--- src/tlca_pkg.sv ---
// Shared types and constants of the binary-lifting common-ancestor block.
package tlca_pkg;

	localparam int NODE_W        = 10;
	localparam int MAX_NODES_DEF = 1024;
	localparam int LEVELS_DEF    = 11;

	typedef enum logic [4:0] {
		ST_IDLE,
		ST_RB_RD1,
		ST_RB_RD2,
		ST_RB_WR,
		ST_DP_START,
		ST_DP_RD,
		ST_DP_STEP,
		ST_Q_RDA,
		ST_Q_RDB,
		ST_Q_SWAP,
		ST_LF_STEP,
		ST_LF_TAKE,
		ST_CMP,
		ST_BX,
		ST_BY,
		ST_BC,
		ST_FIN_RD,
		ST_FIN_TAKE,
		ST_DONE
	} state_t;

	typedef enum logic [4:0] {
		OP_NOP,
		OP_ACCEPT,
		OP_RB_RD1,
		OP_RB_RD2,
		OP_RB_WR,
		OP_DP_START,
		OP_DP_RD,
		OP_DP_STEP,
		OP_Q_RDA,
		OP_Q_RDB,
		OP_Q_SWAP,
		OP_KDEC,
		OP_LF_RD,
		OP_LF_TAKE,
		OP_KINIT,
		OP_BX,
		OP_BY,
		OP_BC,
		OP_FIN_RD,
		OP_RES_X,
		OP_RES_DATA,
		OP_OUT
	} op_t;

	typedef struct packed {
		op_t op;
	} cmd_t;

	typedef struct packed {
		logic is_query;
		logic in_range;
		logic stale;
		logic k_zero;
		logic k_last;
		logic n_last;
		logic diff_bit;
		logic x_eq_y;
		logic out_free;
	} status_t;

endpackage

--- src/tlca_ctrl.sv ---
// Sequencer for table rebuild, depth pass and query lifting.
module tlca_ctrl #(
	parameter int LEVELS = tlca_pkg::LEVELS_DEF
) (
	input  logic              clk,
	input  logic              arst_n,
	input  logic              in_valid,
	output logic              in_ready,
	input  tlca_pkg::status_t stat,
	output tlca_pkg::cmd_t    cmd
);
	import tlca_pkg::*;

	state_t state_q, state_d;

	always_ff @(posedge clk or negedge arst_n) begin
		if (!arst_n) begin
			state_q <= ST_IDLE;
		end else begin
			state_q <= state_d;
		end
	end

	always_comb begin
		state_d = state_q;
		unique case (state_q)
			ST_IDLE: begin
				if (in_valid && stat.is_query) begin
					if (!stat.in_range) begin
						state_d = ST_DONE;
					end else if (stat.stale) begin
						state_d = (LEVELS == 1) ? ST_DP_START : ST_RB_RD1;
					end else begin
						state_d = ST_Q_RDA;
					end
				end
			end
			ST_RB_RD1:   state_d = ST_RB_RD2;
			ST_RB_RD2:   state_d = ST_RB_WR;
			ST_RB_WR: begin
				state_d = (stat.n_last && stat.k_last) ? ST_DP_START : ST_RB_RD1;
			end
			ST_DP_START: state_d = ST_DP_RD;
			ST_DP_RD:    state_d = ST_DP_STEP;
			ST_DP_STEP: begin
				if (!stat.k_zero) begin
					state_d = ST_DP_RD;
				end else begin
					state_d = stat.n_last ? ST_Q_RDA : ST_DP_START;
				end
			end
			ST_Q_RDA:    state_d = ST_Q_RDB;
			ST_Q_RDB:    state_d = ST_Q_SWAP;
			ST_Q_SWAP:   state_d = ST_LF_STEP;
			ST_LF_STEP: begin
				if (stat.diff_bit) begin
					state_d = ST_LF_TAKE;
				end else begin
					state_d = stat.k_zero ? ST_CMP : ST_LF_STEP;
				end
			end
			ST_LF_TAKE:  state_d = stat.k_zero ? ST_CMP : ST_LF_STEP;
			ST_CMP:      state_d = stat.x_eq_y ? ST_DONE : ST_BX;
			ST_BX:       state_d = ST_BY;
			ST_BY:       state_d = ST_BC;
			ST_BC:       state_d = stat.k_zero ? ST_FIN_RD : ST_BX;
			ST_FIN_RD:   state_d = ST_FIN_TAKE;
			ST_FIN_TAKE: state_d = ST_DONE;
			ST_DONE:     state_d = stat.out_free ? ST_IDLE : ST_DONE;
			default:     state_d = ST_IDLE;
		endcase
	end

	always_comb begin
		in_ready = 1'b0;
		cmd.op   = OP_NOP;
		unique case (state_q)
			ST_IDLE: begin
				in_ready = 1'b1;
				cmd.op   = in_valid ? OP_ACCEPT : OP_NOP;
			end
			ST_RB_RD1:   cmd.op = OP_RB_RD1;
			ST_RB_RD2:   cmd.op = OP_RB_RD2;
			ST_RB_WR:    cmd.op = OP_RB_WR;
			ST_DP_START: cmd.op = OP_DP_START;
			ST_DP_RD:    cmd.op = OP_DP_RD;
			ST_DP_STEP:  cmd.op = OP_DP_STEP;
			ST_Q_RDA:    cmd.op = OP_Q_RDA;
			ST_Q_RDB:    cmd.op = OP_Q_RDB;
			ST_Q_SWAP:   cmd.op = OP_Q_SWAP;
			ST_LF_STEP:  cmd.op = stat.diff_bit ? OP_LF_RD : OP_KDEC;
			ST_LF_TAKE:  cmd.op = OP_LF_TAKE;
			ST_CMP:      cmd.op = stat.x_eq_y ? OP_RES_X : OP_KINIT;
			ST_BX:       cmd.op = OP_BX;
			ST_BY:       cmd.op = OP_BY;
			ST_BC:       cmd.op = OP_BC;
			ST_FIN_RD:   cmd.op = OP_FIN_RD;
			ST_FIN_TAKE: cmd.op = OP_RES_DATA;
			ST_DONE:     cmd.op = stat.out_free ? OP_OUT : OP_NOP;
			default:     cmd.op = OP_NOP;
		endcase
	end
endmodule

--- config.mk ---
export PLATFORM = sky130hd
export DESIGN_NAME = tlca_ctrl
export DESIGN_NICKNAME = d
export VERILOG_FILES = /design/src/tlca_pkg.sv /design/src/tlca_ctrl.sv
export SDC_FILE = /design/constraint.sdc
export NUM_CORES = 1
export LEC_CHECK = 0
export BUFFER_PORTS_ARGS = -buffer_cell sky130_fd_sc_hd__buf_4
export CAP_MARGIN = 20
export CORE_MARGIN = 3
export CORE_UTILIZATION = 40
export DETAILED_ROUTE_END_ITERATION = 7
export SETUP_SLACK_MARGIN = 0.15
export SYNTH_ARGS = -nofsm -noshare
export SYNTH_HDL_FRONTEND = slang
export SYNTH_SLANG_ARGS = --single-unit
--- constraint.sdc ---
create_clock -name clk -period 1.4 [get_ports clk]
set_input_delay 0.28 -clock clk [delete_from_list [all_inputs] [get_ports clk]]
set_output_delay 0.28 -clock clk [all_outputs]
set_load 0.01 [all_outputs]
== Word-level counts from Yosys, hierarchy flattened ==
Index checks and enable logic that the tools add are counted.

* Equality and inequality tests: 19
* Multiplexer cells: 18
* Reductions and logical operators: 3

{| class="wikitable"
|+ Operators with widths
! kind !! count
|-
| $pmux W5 S19 || 2
|-
| $eq A5 B4 Y1 const B || 8
|-
| $mux W5 || 7
|-
| $eq A5 B3 Y1 const B || 4
|-
| $eq A5 B5 Y1 const B || 3
|-
| $mux W3 || 5
|-
| $eq A5 B2 Y1 const B || 2
|-
| $eq A5 B1 Y1 const B || 1
|-
| $logic_not A5 Y1 || 1
|-
| $mux W2 || 2
|-
| $logic_and A1 B1 Y1 || 2
|-
| $mux W1 || 2
|-
| $ne A2 B2 Y1 const B || 1
|}

* Register bits: 5
* Input bits: 12
* Output and inout port bits: 6

== Depth between registers and ports, before layout ==
* Word-level depth: 4
* Depth in mapped cells: 6
* Gate-level depth less buffers: 5

== Worst setup path before layout ==
OpenSTA, ideal clock, no wires.

* Kind: reg-to-output
* Start: register state_q[3]
* End: output cmd[0] in the netlist's numbering
* Data arrival time: 1.278 ns
* Setup slack: -0.158 ns
* Stages on the path, launching flop included: 6
* Cells stage by stage: dfrtp_1 buf_2 nor2b_1 a22oi_1 o32a_1 o211ai_1

{| class="wikitable"
|+ RTL lines
! item !! RTL line !! RTL
|-
| from (decl) || tlca_ctrl.sv:14 || <nowiki>state_t state_q, state_d;</nowiki>
|-
| from (signal assigned) || tlca_ctrl.sv:20 || <nowiki>state_q <= state_d;</nowiki>
|-
| to (decl) || tlca_ctrl.sv:10 || <nowiki>output tlca_pkg::cmd_t cmd</nowiki>
|}

==> impl_metrics.csv <==
group,metric,value,unit
sta,drv_slew,0,
pwr,leakagePower,0.687,nW
sta,clock.fmax,531,MHz
worst_setup_path,path_buf_inv,3,
pwr,combinationalPowerShare,85.7,%
worst_setup_path,crit_slowest_cell,"dfrtp_2",
global_routing,grt_max_degree,10,
worst_setup_path,cp.arrival,1.60,ns
global_routing,antenna_found_initial,0,
floorplanning,die_w,50.6,um
layout,largest_register_ff_count,5,
synth,ys.flop_type,"dfrtp_1",
global_routing,grt_pass1_wl,5.93,mm
clocking,clkTransAtPathRegs,0.07,ns
layout,syn2layout_area_growth,97.6,%
outcome,violations,"setup timing",
clocking,htreeDepth,1,
sta,period_share,135,%
worst_setup_path,max_stage_delay,0.49,ns
drt,drt_wl_total,4.16,mm
sta,slew_headroom,77.5,%
global_routing,gr-total-overflow,0,
placed_design,place_congestion,0.889,
drt,post-route-drc-count,0,
outcome,status,"complete, but fails checks",
drt,via_per_inst,6.22,
synth,synth_edf_count,0,
pwr,power_switching,1.90,mW
pwr,power.total,4.07,mW
sta,fin_tns_setup,-3.89,ns
layout,antenna_cells,0,
worst_setup_path,crit_chain,"buf_12 > nor2_4 > nand2_2 > nor2_4 > buf_4 > a21oi_1 > o21ai_1 > buf_4",
drt,avgRoutedWirePerCell,19.9,um
pwr,vdd_drop_max,1.98,mV
sta,worst_slack,-0.484,ns
synth,netlist_top_cells_area,"dfrtp_1 (16%), a21oi_1 (5.7%), o21ai_0 (5.7%)",
floorplanning,dieArea,2560,um^2
layout,layout_commonest_cell,"buf_4",
synth,syn_inst,116,
floorplanning,ios,18,
pwr,power_frac_seq,9.8,%
layout,layout.nets,197,
worst_setup_path,path_delay_family,"flip-flops",
floorplanning,coreArea,1800,um^2
sta,hold_viol_final,0,
placed_design,port_buffers,17,
sta,tightest_slew,0.338,ns
hold_path,hold_path_class,"in -> reg",
global_routing,gr-usage-all-layers,30.3,%
placed_design,dp_hpwl,2.05,mm
layout,fin_area,1570,um^2
worst_setup_path,cp.required,1.12,ns
sta,fin_crit,1.88,ns
pwr,power_density,2590,nW/um^2
drt,drtIter0Drc,62,
synth,yosys.area.top_type,"dfrtp_1",
synth,ys_seq_area_share,15.7,%
floorplanning,die_y,50.6,um
floorplanning,start_util,44.1,%
drt,num_vias,1301,
layout,drive_gt1_share,60.9,%
worst_setup_path,startpoint_type,"register",
clocking,numCtsBuffers,3,
layout,n_fill_cell,100,
synth,synth_seq_cells,5,
clocking,cts_sinks,5,
worst_setup_path,end_kind,"output port",
clocking,cts_tree,"built",
drt,ant_nets,0,
layout,regMostFlops,"state_q",
sta,skew,0.0232,ns
synth,syn_nets,128,
layout,regArea,131,um^2
placed_design,place_area,1190,um^2
job,maxCapViolCount,0,
sta,rsz0062_at_grt,"yes",
synth,ys_warn_count,0,
drt,dr.pass1.iters,4,
layout,multi_input_area,718,um^2
synth,async_flop_share,100,%
layout,reg_top3,"state_q: 5 flops",
sta,setup_viol_count_final,10,
clocking,cts-root-buf,"clkbuf_4",
global_routing,first_global_vias,1222,
worst_setup_path,cp_max_fo,6,
worst_setup_path,worstSetupPathType,"reg -> out",
clocking,insertion_delay,0.26,ns
synth,avgSynthCellArea,6.85,um^2
synth,synth_top_area_share,15.7,%
pwr,clockPowerShare,4.5,%
synth,ys_types,38,
synth,synth_area,795,um^2
pwr,sw_frac_of_total,46.6,%
pwr,power.internal,2.17,mW
floorplanning,rows,15,
layout,final_cell_mix,"buf_4 (59), buf_6 (14), nand2_1 (9)",
clocking,cts_buffer_depth,2,
[logic make-up (layout without fill, tap and decap cells)]
family,count (synthesis),in the layout,share of synthesized area (%)
simple gates,47,47,32.4
compound gates,49,49,41.7
buf+inv,15,83,10.1
flops,5,5,15.7
[final timing paths]
check,startpoint,end,slack (ns),cells after the start
worst max-delay path,state_q[3],cmd[4],-0.48,8
max in group asynchronous,arst_n,state_q[4],0.86,2
worst max register to register,state_q[3],state_q[2],-0.34,8
worst min register to register,state_q[2],state_q[3],0.76,2
worst min-delay path,stat[6],state_q[2],0.36,3
min in group asynchronous,arst_n,state_q[2],0.39,2
[power groups by stage]
stage,Sequential [mW],Combinational (mW),Clock [mW]
final,0.400,3.49,0.182
after global routing,0.401,3.70,0.196
after CTS,0.370,2.95,0.172
after detailed placement,0.405,2.37,0
after global placement,0.411,2.36,0
after floorplan,0.277,1.47,0
[layer usage]
layer / vias up / wire length (um) / GRT usage (%)
met5: - / 0 / 0
met4: 0 / 180 / 8.97
met3: 27 / 404 / 4.15
met2: 90 / 1900 / 48.7
met1: 611 / 1670 / 41.8
li1: 573 / - / -
[timing repair]
item | CTS | global route
pin swaps | 10 | 13
buffers inserted | 15 | 4
gates resized for setup | 32 | 21
hold endpoints to repair | 5 | 0
setup endpoints to repair | 11 | 11
hold buffers | 1 | 0
[synthesized netlist by cell type, types with 2 or more instances]
master	number
nand2_1	12
nor2_1	10
a21oi_1	9
o21ai_0	9
buf_2	6
nor2b_1	6
a31oi_1	5
dfrtp_1	5
a22oi_1	4
nand3_1	4
o22ai_1	4
a32oi_1	3
inv_1	3
nand2b_1	3
nand4_1	3
o211ai_1	3
o21a_1	3
buf_4	2
clkbuf_1	2
nor3_1	2
[tightest hold or removal path: stages]
cell and delay (ns):
buf_4 0.09, o21a_1 0.13, o22ai_2 0.08
[cell type report]
cell class	count	share of cell area (%)
multi-input cells	96	45.7
repair buffers	76	41.4
flip-flops and latches	5	8.37
well taps	25	1.99
clock buffers	3	1.43
inverters	3	0.717
clock inverters	1	0.319
[metrics by stage]
stage | std cells | setup WS (ns) | hold slack, ns | utilization, %
6_report | 209 | -0.484 | 0.361 | 87.2
5_1_grt | 209 | -0.557 | 0.369 | 87.2
4_1_cts | 205 | -0.384 | 0.336 | 80.1
3_5_place_dp | 185 | -0.215 | 0.0849 | 66.1
3_3_place_gp | 185 | -0.215 | 0.0816 | 66.1
2_1_floorplan | 116 | -0.149 | -0.0156 | -
No activity file was read; power rests on OpenSTA's default activity.
